<file path="src/sv/assert_macros.svh">
// Assertion helpers; the module using them must have clk and rst_n.
`ifndef ASSERT_MACROS_SVH
`define ASSERT_MACROS_SVH

// Property checked at every rising clock edge outside reset.
`define HOE_ASSERT(lbl, prop, msg) \
    lbl: assert property (@(posedge clk) disable iff (!rst_n) prop) \
        else $error(msg);

// Same-cycle implication.
`define HOE_ASSERT_IMP(lbl, ante, cons, msg) \
    lbl: assert property (@(posedge clk) disable iff (!rst_n) (ante) |-> (cons)) \
        else $error(msg);

`endif

</file>
<file path="src/sv/hoe_pkg.sv">
package hoe_pkg;

    typedef struct packed {
        logic signed [31:0] q_x;
        logic signed [31:0] q_y;
        logic signed [31:0] q_z;
        logic [1:0]         orbital;
    } in_t;

    typedef struct packed {
        logic signed [31:0] psi;
        logic               saturated;
    } out_t;

    // Classified item as queued between front and back.
    typedef struct packed {
        logic [31:0] mag_x;
        logic [31:0] mag_y;
        logic [31:0] mag_z;
        logic        is_s;
        logic        pneg;
        logic [31:0] pmag;
    } cls_t;

    // Sideband carried through the divider.
    typedef struct packed {
        logic rneg;
        logic zero;
    } side_t;

    localparam logic [1:0] ORB_2S  = 2'd0;
    localparam logic [1:0] ORB_2PX = 2'd1;
    localparam logic [1:0] ORB_2PY = 2'd2;
    localparam logic [1:0] ORB_2PZ = 2'd3;

    localparam logic [1:0] CFG_ZEFF   = 2'd0;
    localparam logic [1:0] CFG_NORM_S = 2'd1;
    localparam logic [1:0] CFG_NORM_P = 2'd2;

    localparam int QDEPTH = 4;

    localparam logic [15:0] ZEFF_RST = 16'd4096;
    localparam logic [31:0] NORM_RST = 32'd328549;

endpackage

</file>
<file path="src/sv/hoe_front.sv">
module hoe_front (
    input  hoe_pkg::in_t  item,
    output hoe_pkg::cls_t cls
);

    logic [31:0] mx, my, mz;

    assign mx = item.q_x[31] ? (~item.q_x + 32'd1) : item.q_x;
    assign my = item.q_y[31] ? (~item.q_y + 32'd1) : item.q_y;
    assign mz = item.q_z[31] ? (~item.q_z + 32'd1) : item.q_z;

    always_comb
    begin
        cls.mag_x = mx;
        cls.mag_y = my;
        cls.mag_z = mz;
        cls.is_s  = 1'b0;
        cls.pneg  = 1'b0;
        cls.pmag  = 32'd0;
        unique case (item.orbital)
            hoe_pkg::ORB_2S:
            begin
                cls.is_s = 1'b1;
            end
            hoe_pkg::ORB_2PX:
            begin
                cls.pneg = item.q_x[31];
                cls.pmag = mx;
            end
            hoe_pkg::ORB_2PY:
            begin
                cls.pneg = item.q_y[31];
                cls.pmag = my;
            end
            hoe_pkg::ORB_2PZ:
            begin
                cls.pneg = item.q_z[31];
                cls.pmag = mz;
            end
            default:
            begin
                cls.is_s = 1'b1;
            end
        endcase
    end

endmodule

</file>
<file path="config.mk">
export PLATFORM = sky130hd
export DESIGN_NAME = hoe_front
export DESIGN_NICKNAME = d
export VERILOG_FILES = /design/src/sv/assert_macros.svh /design/src/sv/hoe_pkg.sv /design/src/sv/hoe_front.sv
export SDC_FILE = /design/constraint.sdc
export NUM_CORES = 1
export LEC_CHECK = 0
export ABC_AREA = 0
export BUFFER_PORTS_ARGS = -buffer_cell sky130_fd_sc_hd__buf_2
export CAP_MARGIN = 30
export CORE_UTILIZATION = 30
export DETAILED_ROUTE_END_ITERATION = 8
export GPL_ROUTABILITY_DRIVEN = 1
export GPL_TIMING_DRIVEN = 0
export PLACE_DENSITY = 0.72
export SYNTH_ARGS = -nofsm -noshare
export SYNTH_HDL_FRONTEND = slang
export SYNTH_SLANG_ARGS = --single-unit
</file>
<file path="constraint.sdc">
create_clock -name vclk -period 3.71
set_clock_uncertainty 0.15 [all_clocks]
set_input_delay 0.1855 -clock vclk [all_inputs]
set_output_delay 0.1855 -clock vclk [all_outputs]
set_load 0.02 [all_outputs]
</file>
* Yosys cells after proc, flatten, opt, wreduce, memory -nomap -nowiden *
Index checks and enable logic that the tools add are counted.

storage, ports and cells
  bits of input ports = 98
  word-level logic and storage cells = 15
  output and inout bits = 130
  register bits after elaboration = 0

cells by class
  equal/unequal tests = 3
  add/sub/neg operators = 3
  reduce and logical (&&, ||, !) cells = 1
  bitwise operators = 3
  multiplexer cells = 5

operator list
  operator                                                               count
  33-bit one-hot mux with 3 select lines                                 1
  32-bit by 1-bit adder with 32-bit output, second input constant        3
  32-bit two-way mux                                                     3
  32-bit NOT                                                             3
  2-bit equality test, second input constant                             2
  2-bit by 1-bit equality test with 1-bit output, second input constant  1
  2-bit zero test                                                        1
  1-bit two-way mux                                                      1

* Depth between registers and ports, before layout *
  word-level depth = 4
  gate-level depth with buffers = 8

* Worst setup path before layout *
Ideal clock, no wire load.

  path kind = input -> output
  from = input item[85] in the netlist's numbering
  to = output cls[31] in the netlist's numbering
  slack = 0.765 ns
  buffers on the path = 1
  stages = 6
  arrival time = 2.610 ns
  required time = 3.374 ns
  path through = or4_4 or3_1 buf_6 nor4_1 mux2i_1 o21ai_0

RTL lines
  item         RTL line        text
  from (decl)  hoe_front.sv:2  input hoe_pkg::in_t item,
  to (decl)    hoe_front.sv:3  output hoe_pkg::cls_t cls

==> impl_metrics.json <==
{
  "ys.warnings.count": 0,
  "timing.final.ws_setup_ns": 0.709,
  "critPathMaxStageDelay_ns": 0.45,
  "antenna_left": 0,
  "dieArea_um2": 9360,
  "slew_violations": 0,
  "syn_area_um2": 2690,
  "diodes": 0,
  "cp.required_ns": 3.37,
  "hold_violations": 0,
  "syn-num-nets": 506,
  "crit_start": "item[69]",
  "status": "completed",
  "postCtsHoldBufs": 0,
  "ctsResizeCount": 0,
  "synth_seq_area_share_pct": 0,
  "placed_cells": 738,
  "final_nets": 733,
  "postCtsSetupRepairBufs": 0,
  "worstPathCellList": "buf_2 -> nor4_4 -> nand4_1 -> or2_2 -> o41a_2 -> xor2_1 -> a221o_1 -> buf_2",
  "peakVddDrop_mv": 0.100,
  "placed_area_um2": 3960,
  "synth_top_cell_by_area": "xnor2_1",
  "first_pass_iters": 5,
  "pre_cts_slack_ns": 0.734,
  "placementRows": 34,
  "cp_max_fo": 7,
  "drt-total-wl_mm": 13.2,
  "hold_ws_ns": 0.549,
  "critPathArrivalTime_ns": 2.67,
  "track_usage_pct": 26.2,
  "syn-mean-instance-area_um2": 6.65,
  "min_from": "item[28]",
  "worstSetupEndpointType": "primary output",
  "critPathLaunchType": "input port",
  "clock.fmax_mhz": 333,
  "p_per_area_nw_per_um2": 191,
  "synth_most_common_cell": "xnor2_1",
  "drc": 0,
  "io_pins": 228,
  "gp_congestion": 0.932,
  "wl_per_cell_um": 17.9,
  "setup_violations": 0,
  "clkbuf_count": 0,
  "drive_gt1_share_pct": 38.4,
  "dieWidth_um": 96.8,
  "rsz0062_at_grt": "false",
  "p_total_mw": 0.757,
  "synth_cell_types": 49,
  "port_buffers": 225,
  "antenna_found_initial": 0,
  "synth_common_cells": "80 x xnor2_1, 58 x nand2_1, 41 x o21ai_0",
  "leakagePower_nw": 1.75,
  "crit_slowest_cell": "o41a_2",
  "grt_max_degree": 11,
  "coreArea_um2": 8720,
  "final_cells": 738,
  "path_common_cell": "buf_2",
  "area_growth_pct": 46.8,
  "dp_hpwl_mm": 11.6,
  "die_h_um": 96.8,
  "fin_crit_ns": 3.00,
  "final_core_util_pct": 45.4,
  "fin_area_um2": 3960,
  "yosys.area.top_type_share_pct": 26.0,
  "via_per_inst": 5.44,
  "slew_headroom_pct": 51.5,
  "drtIter0Drc": 172,
  "grt_pass1_vias": 3740,
  "seq_cell_count": 0,
  "vias": 4017,
  "seq_area_um2": 0,
  "syn_inst": 405,
  "grt_pass1_wl_mm": 20.2,
  "hold_class": "in2out",
  "maxCapViolations": 0,
  "period_share_pct": 80.9,
  "grt-ovfl-total": 0,
  "crit_path_end": "cls[25]",
  "synth_area_leaders": "xnor2_1 26%, nand2_1 8.1%, o21ai_0 7.6%",
  "worst_pin_slew_ns": 0.728,
  "start_util_pct": 30.9,
  "finalSetupTns_ns": 0,
  "worstSetupPathType": "in2out"
}
## routing by layer
layer,vias to the layer above,wire length [um],GRT usage (%)
met5,-,0,0
met4,0,138,2.64
met3,10,979,4.84
met2,175,6400,45.8
met1,1867,5710,34.5
li1,1965,-,-
## critical path: cells and delay by family
kind / cells / cell delay, ns
and+or+nand+nor: 3 / 1.19
xor gates and xnor gates: 1 / 0.19
buffers and inverters: 2 / 0.30
AOI/OAI and AO/OA: 2 / 0.78
## layout make-up
| class | count | area (um^2) |
|---|---|---|
| plain buffers | 23 | 105 |
| well taps | 108 | 135 |
| repair buffers | 225 | 1130 |
| inverters | 12 | 45.0 |
| fillers | 950 | 4770 |
| multi-input cells | 370 | 2540 |
## where the power goes
| part | internal [mW] | total [mW] | switching (mW) |
|---|---|---|---|
| sequential | 0 | 0 | 0 |
| combinational | 0.261 | 0.757 | 0.496 |
| clock | 0 | 0 | 0 |
## cells by family (layout without fill, tap and decap cells)
family / Yosys count / after routing / synth area share, %
buffers and inverters: 35 / 260 / 5.57
multiplexers: 11 / 11 / 4.13
adder cells (fa/ha/maj): 3 / 3 / 1.39
AND/OR/NAND/NOR: 149 / 149 / 29.2
XOR/XNOR: 87 / 87 / 28.3
AO/OA/AOI/OAI: 120 / 120 / 31.4
## how the worst min path moves through the flow
stage	endpoint	cells after the start
3_3_place_gp	cls[60]	3
4_1_cts	cls[60]	3
2_1_floorplan	cls[97]	1
5_1_grt	cls[60]	3
6_report	cls[60]	3
3_5_place_dp	cls[60]	3
## cell usage in the layout, fill, tap and decap left out, types with 11 or more instances in the layout
master and n:
buf_2 225, clkbuf_1 17, inv_1 11, nand2_1 58, nor2_1 24, o21ai_0 41, o31ai_1 24, o41ai_1 20
or3_1 11, or4_1 12, xnor2_1 80
No activity file was read; power rests on OpenSTA's default activity.
