`src/sv/assert_macros.svh`:
```
// Assertion helpers; the module using them must have clk and rst_n.
`ifndef ASSERT_MACROS_SVH
`define ASSERT_MACROS_SVH

// Property checked at every rising clock edge outside reset.
`define HOE_ASSERT(lbl, prop, msg) \
    lbl: assert property (@(posedge clk) disable iff (!rst_n) prop) \
        else $error(msg);

// Same-cycle implication.
`define HOE_ASSERT_IMP(lbl, ante, cons, msg) \
    lbl: assert property (@(posedge clk) disable iff (!rst_n) (ante) |-> (cons)) \
        else $error(msg);

`endif

```
`src/sv/hoe_pkg.sv`:
```
package hoe_pkg;

    typedef struct packed {
        logic signed [31:0] q_x;
        logic signed [31:0] q_y;
        logic signed [31:0] q_z;
        logic [1:0]         orbital;
    } in_t;

    typedef struct packed {
        logic signed [31:0] psi;
        logic               saturated;
    } out_t;

    // Classified item as queued between front and back.
    typedef struct packed {
        logic [31:0] mag_x;
        logic [31:0] mag_y;
        logic [31:0] mag_z;
        logic        is_s;
        logic        pneg;
        logic [31:0] pmag;
    } cls_t;

    // Sideband carried through the divider.
    typedef struct packed {
        logic rneg;
        logic zero;
    } side_t;

    localparam logic [1:0] ORB_2S  = 2'd0;
    localparam logic [1:0] ORB_2PX = 2'd1;
    localparam logic [1:0] ORB_2PY = 2'd2;
    localparam logic [1:0] ORB_2PZ = 2'd3;

    localparam logic [1:0] CFG_ZEFF   = 2'd0;
    localparam logic [1:0] CFG_NORM_S = 2'd1;
    localparam logic [1:0] CFG_NORM_P = 2'd2;

    localparam int QDEPTH = 4;

    localparam logic [15:0] ZEFF_RST = 16'd4096;
    localparam logic [31:0] NORM_RST = 32'd328549;

endpackage

```
`src/sv/hoe_queue.sv`:
```
`include "assert_macros.svh"

module hoe_queue (
    input  logic          clk,
    input  logic          rst_n,
    input  logic          push,
    input  hoe_pkg::cls_t wdata,
    input  logic          pop,
    output hoe_pkg::cls_t rdata,
    output logic          full,
    output logic          empty
);

    localparam int PW = $clog2(hoe_pkg::QDEPTH);
    localparam int CW = $clog2(hoe_pkg::QDEPTH + 1);

    hoe_pkg::cls_t mem_reg [hoe_pkg::QDEPTH];
    logic [PW-1:0] wr_ptr_reg, rd_ptr_reg;
    logic [CW-1:0] count_reg;

    assign full  = (count_reg == CW'(hoe_pkg::QDEPTH));
    assign empty = (count_reg == '0);
    assign rdata = mem_reg[rd_ptr_reg];

    always_ff @(posedge clk)
    begin
        if (push)
        begin
            mem_reg[wr_ptr_reg] <= wdata;
        end
    end

    always_ff @(posedge clk or negedge rst_n)
    begin
        if (!rst_n)
        begin
            wr_ptr_reg <= '0;
            rd_ptr_reg <= '0;
            count_reg  <= '0;
        end
        else
        begin
            if (push)
            begin
                wr_ptr_reg <= wr_ptr_reg + 1'b1;
            end
            if (pop)
            begin
                rd_ptr_reg <= rd_ptr_reg + 1'b1;
            end
            if (push && !pop)
            begin
                count_reg <= count_reg + 1'b1;
            end
            else if (pop && !push)
            begin
                count_reg <= count_reg - 1'b1;
            end
        end
    end

    `HOE_ASSERT(a_q_bound, (count_reg <= CW'(hoe_pkg::QDEPTH)), "queue count out of range")
    `HOE_ASSERT_IMP(a_q_pop, pop, !empty, "pop from empty queue")
    `HOE_ASSERT_IMP(a_q_push, push, !full, "push into full queue")

endmodule

```
`config.mk`:
```
export PLATFORM = sky130hd
export DESIGN_NAME = hoe_queue
export DESIGN_NICKNAME = d
export VERILOG_FILES = /design/src/sv/hoe_pkg.sv /design/src/sv/hoe_queue.sv
export VERILOG_INCLUDE_DIRS = /design/src /design/src/sv
export SDC_FILE = /design/constraint.sdc
export NUM_CORES = 1
export LEC_CHECK = 0
export ABC_AREA = 1
export BUFFER_PORTS_ARGS = -buffer_cell sky130_fd_sc_hd__buf_2
export CAP_MARGIN = 10
export CORE_MARGIN = 8
export CORE_UTILIZATION = 40
export CTS_CLUSTER_SIZE = 16
export DETAILED_ROUTE_END_ITERATION = 10
export SLEW_MARGIN = 15
export SYNTH_ARGS = -nofsm -noshare
export SYNTH_HDL_FRONTEND = slang
export SYNTH_SLANG_ARGS = --single-unit
```
`constraint.sdc`:
```
create_clock -name clk -period 4.22 [get_ports clk]
set_input_delay 0.844 -clock clk [delete_from_list [all_inputs] [get_ports clk]]
set_output_delay 0.844 -clock clk [all_outputs]
set_load 0.02 [all_outputs]
```
# After elaboration in Yosys (flattened, before gate mapping)
# Memories as Yosys holds them, arrays and structs flattened.
# Cells that the tools add are included.
# W data, S select, Z words.
# totals
output_inout_bits	132
ff_bits	7
mem_bits_rw	520
input_bits	134
wordCells	19
n_memories	1
# mem_list
name	depth	width	rd	rd_clocked_by_memory_dff	write_ports	line	source
mem_reg	4	130	1	0	1	hoe_queue.sv:17	hoe_pkg::cls_t mem_reg [hoe_pkg::QDEPTH];
# classes
add_sub_neg	4
n_mux	4
reduce_logical	6
n_eq_ne	1
# ops
operator	n
$mux W3	2
$add A2 B1 Y2 const B	2
$add A3 B1 Y3 const B	1
$eq A3 B3 Y1 const B	1
$logic_not A3 Y1	1
$sub A3 B1 Y3 const B	1
$logic_and A1 B1 Y1	2
$logic_not A1 Y1	2
$mux W1	2
$reduce_bool A2 Y1	1

# Longest topological paths before layout
# depth
word_depth	4
mapped_depth	9
mapped_depth_nobuf	9

# Worst setup path after synthesis
# OpenSTA, ideal clock, no wires.
# synth_path
path_type	input port to flip-flop
from	in push
to	mem mem_reg[0][0] in the netlist's numbering (enable)
setup_time_ns	0.483
n_path_buf	1
arrival_ns	3.657
cell_stages	3
t_required_ns	3.737
slack_ns	0.080
cell_sequence	clkbuf_1 -> nand2_1 -> inv_1
# synth_via
elab_chain_cells	2
# synth_lines
element	line	source
start: declaration	hoe_queue.sv:6	input logic push,
$mux W1	hoe_queue.sv:27	if (push)
$mux W1 (implied by the code)	hoe_queue.sv:29	mem_reg[wr_ptr_reg] <= wdata;
end: declaration	hoe_queue.sv:17	
# No other way between the ends.

==> run_results.csv <==
group,metric,value,unit
hold_path,holdCritPathClass,"input port to async pin",
synthesis,yosysUniqueCellTypes,18,
sta,fin_skew,0.0126,ns
synthesis,ys_top_cells_by_count,"520 x edfxtp_1, 403 x nand2_1, 271 x inv_1, 260 x o211ai_1, 46 x buf_2",
detailed_routing,routed_wl,45200,um
synthesis,synth.area.mux_share,0,%
cells_and_area,drive_above_1_share,20.1,%
global_routing,grt_start_max_net_pins,147,
sta,period_needed,3.28,ns
setup_path,worstPathCellList,"buf_12, o211ai_1, nand2_1, buf_2",
clocking,hold_buffers,0,
global_routing,grt_pass1_vias,12100,
synthesis,synth_compound_area_share,9.30,%
synthesis,synth_adder_area_share,0.392,%
synthesis,ys_seq_area_share,75.0,%
setup_path,critPathArrivalTime,2.44,ns
setup_path,cp_slowest_stage_delay,0.73,ns
synthesis,yosysTopAreaCell,"edfxtp_1",
synthesis,yosys.area_share.simple,7.29,%
floorplan,dieArea,60200,um^2
synthesis,synth_most_common_cell,"edfxtp_1",
sta,rsz0062_at_grt,"no",
clocking,cts_resized,0,
detailed_routing,routedWlPerCell,17.6,um
cells_and_area,area_growth_syn_to_layout,17.8,%
clocking,path_clk_slew,0.06,ns
sta,relSlewSlack,48.0,%
setup_path,worst-path-buf-inv,2,
detailed_routing,drt_iter0_markers,655,
floorplan,die_w,245,um
sta,setup_viol,0,
sta,hold_viol,0,
detailed_routing,vias,12200,
setup_path,start_kind,"register",
sta,drv_slew,0,
synthesis,syn-num-nets,1705,
floorplan,rows,84,
status,status,"finished, final reports clean",
synthesis,ys.warnings.count,0,
setup_path,crit_family,"flip-flops",
clocking,cts.sinks,527,
sta,finalCritPeriodShare,77.7,%
synthesis,synth_edf_count,520,
setup_path,cpMaxStageDelayCell,"dfrtp_4",
cells_and_area,final_area,24800,um^2
detailed_routing,dr.pass1.iters,5,
synthesis,synth_top_cell_area_share,74.2,%
synthesis,synthArstFlopShare,1.33,%
floorplan,start_util,40.2,%
sta,worst_pin_slew,0.780,ns
placement,placed_cell_area,23000,um^2
setup_path,cp-end-kind,"output port",
global_routing,grt_usage,14.6,%
global_routing,grt_pass1_wl,69000,um
detailed_routing,detail-route-antenna-nets,0,
pwr,p_leak,9.84,nW
placement,gp_congestion,0.736,
synthesis,ys_ff_latch,527,
sta,max_freq,0.305,GHz
setup_path,crit_required,3.38,ns
clocking,tritoncts,"yes",
floorplan,die_h,245,um
cells_and_area,largest_reg_flops,520,
detailed_routing,viasPerCell,4.76,
synthesis,synth_top_family_by_area,"compound AO/OA/AOI/OAI gates",
synthesis,synth.avg_cell_area,13.4,um^2
global_routing,antenna_found_initial,10,
clocking,ctsRootBufferMaster,"clkbuf_16",
pwr,power_density,742,nW/um^2
setup_path,path_class,"register to output port",
synthesis,syn_inst,1565,
clocking,h-tree-depth,2,
clocking,numCtsBuffers,54,
detailed_routing,drcViolationCount,0,
clocking,clk_latency,0.59,ns
synthesis,synth_flop_cell,"edfxtp_1",
clocking,clock_path_buffers,3,
synthesis,synth_xor_area_share,0.166,%
pwr,peakVddDrop,553,uV
clocking,cts_setup_buffers,0,
synthesis,synth_area,21000,um^2
global_routing,gr-total-overflow,0,
placement,post-dp-hpwl,26800,um
sta,finalSetupTns,0,ns
cells_and_area,nets,1968,
run,cap_violations,0,
floorplan,coreArea,52300,um^2
floorplan,ios,266,
synthesis,synthTopCellsByArea,"edfxtp_1 74%, o211ai_1 9.3%, nand2_1 7.2%",
placement,port_buffers,265,
setup_path,crit_fanout,146,
[cell families after synthesis]
group | count (synthesis)
flip-flops | 527
AND/OR/NAND/NOR | 407
buffers and inverters | 360
AO/OA/AOI/OAI | 261
adder cells (fa/ha/maj) | 6
XOR/XNOR | 4
[worst reg2reg max path: stages, from the launching register on]
cell and delay (ns):
dfrtp_1 0.43, inv_1 0.10, ha_1 0.15, nand2_1 0.10, inv_6 0.58, buf_12 0.37
[placed cells by master (no fill, tap or decap), types with 2 or more instances in the layout]
| master | n |
|---|---|
| ha_1 | 5 |
| inv_6 | 4 |
| edfxtp_1 | 520 |
| inv_1 | 267 |
| dfrtp_4 | 2 |
| clkinv_1 | 9 |
| nor3_1 | 2 |
| clkbuf_16 | 57 |
| clkbuf_1 | 16 |
| clkinvlp_4 | 3 |
| xor2_1 | 3 |
| buf_12 | 13 |
| buf_4 | 17 |
| clkinv_2 | 10 |
| bufinv_16 | 5 |
| diode_2 | 5 |
| buf_2 | 265 |
| nand2_1 | 403 |
| dfrtp_1 | 5 |
| o211ai_1 | 260 |
[layout make-up]
class | count | area (um^2)
fillers | 4583 | 27600
inverters | 272 | 1040
clock inverters | 27 | 256
multi-input cells | 678 | 3610
flip-flops and latches | 527 | 15800
repair buffers | 295 | 1710
clock buffers | 73 | 1490
well taps | 688 | 861
diodes | 5 | 12.5
[path summary, 6_finish.rpt]
| kind | depth (start not counted) | end | from | slack [ns] |
|---|---|---|---|---|
| max reg2reg | 5 | mem_reg[2][17]$_DFFE_PP_ | wr_ptr_reg[0]$_DFFE_PN0P_ | 2.16 |
| min | 1 | count_reg[2]$_DFFE_PN0P_ | rst_n | 0.09 |
| min in group clk | 1 | mem_reg[3][83]$_DFFE_PP_ | wdata[83] | 0.47 |
| max | 4 | rdata[75] | rd_ptr_reg[0]$_DFFE_PN0P_ | 0.94 |
| max in group asynchronous | 1 | rd_ptr_reg[1]$_DFFE_PN0P_ | rst_n | 3.96 |
| min reg2reg | 2 | count_reg[2]$_DFFE_PN0P_ | count_reg[2]$_DFFE_PN0P_ | 0.51 |
[per-layer routing]
metal | vias to the layer above | wire, um | global-route usage (%)
li1 | 6000 | - | -
met1 | 5886 | 19800 | 18.7
met2 | 247 | 21900 | 24.7
met3 | 72 | 2550 | 3.76
met4 | 8 | 866 | 3.95
met5 | - | 52 | 0
[where the power goes]
group	leakage, nW	switching, W	internal, W
sequential	4.86	0.000276	0.00684
clock	0.846	0.00190	0.00276
combinational	4.14	0.00464	0.00197
total	9.84	0.00681	0.0116
[stage by stage]
stage               utilization, %  setup slack [ns]  power, W  hold slack, ns  instances
finish                        47.3             0.941    0.0184          0.0872       2565
global route                  47.3             0.725    0.0195          0.0668       2562
CTS                           47.3             0.876    0.0187          0.0464       2560
detailed placement            44.0              1.52    0.0140           0.497       2460
global placement              44.0              1.55    0.0139           0.478       2460
floorplan                        -            0.0800    0.0119           0.463       1565
(Power assumes the default switching activity.)
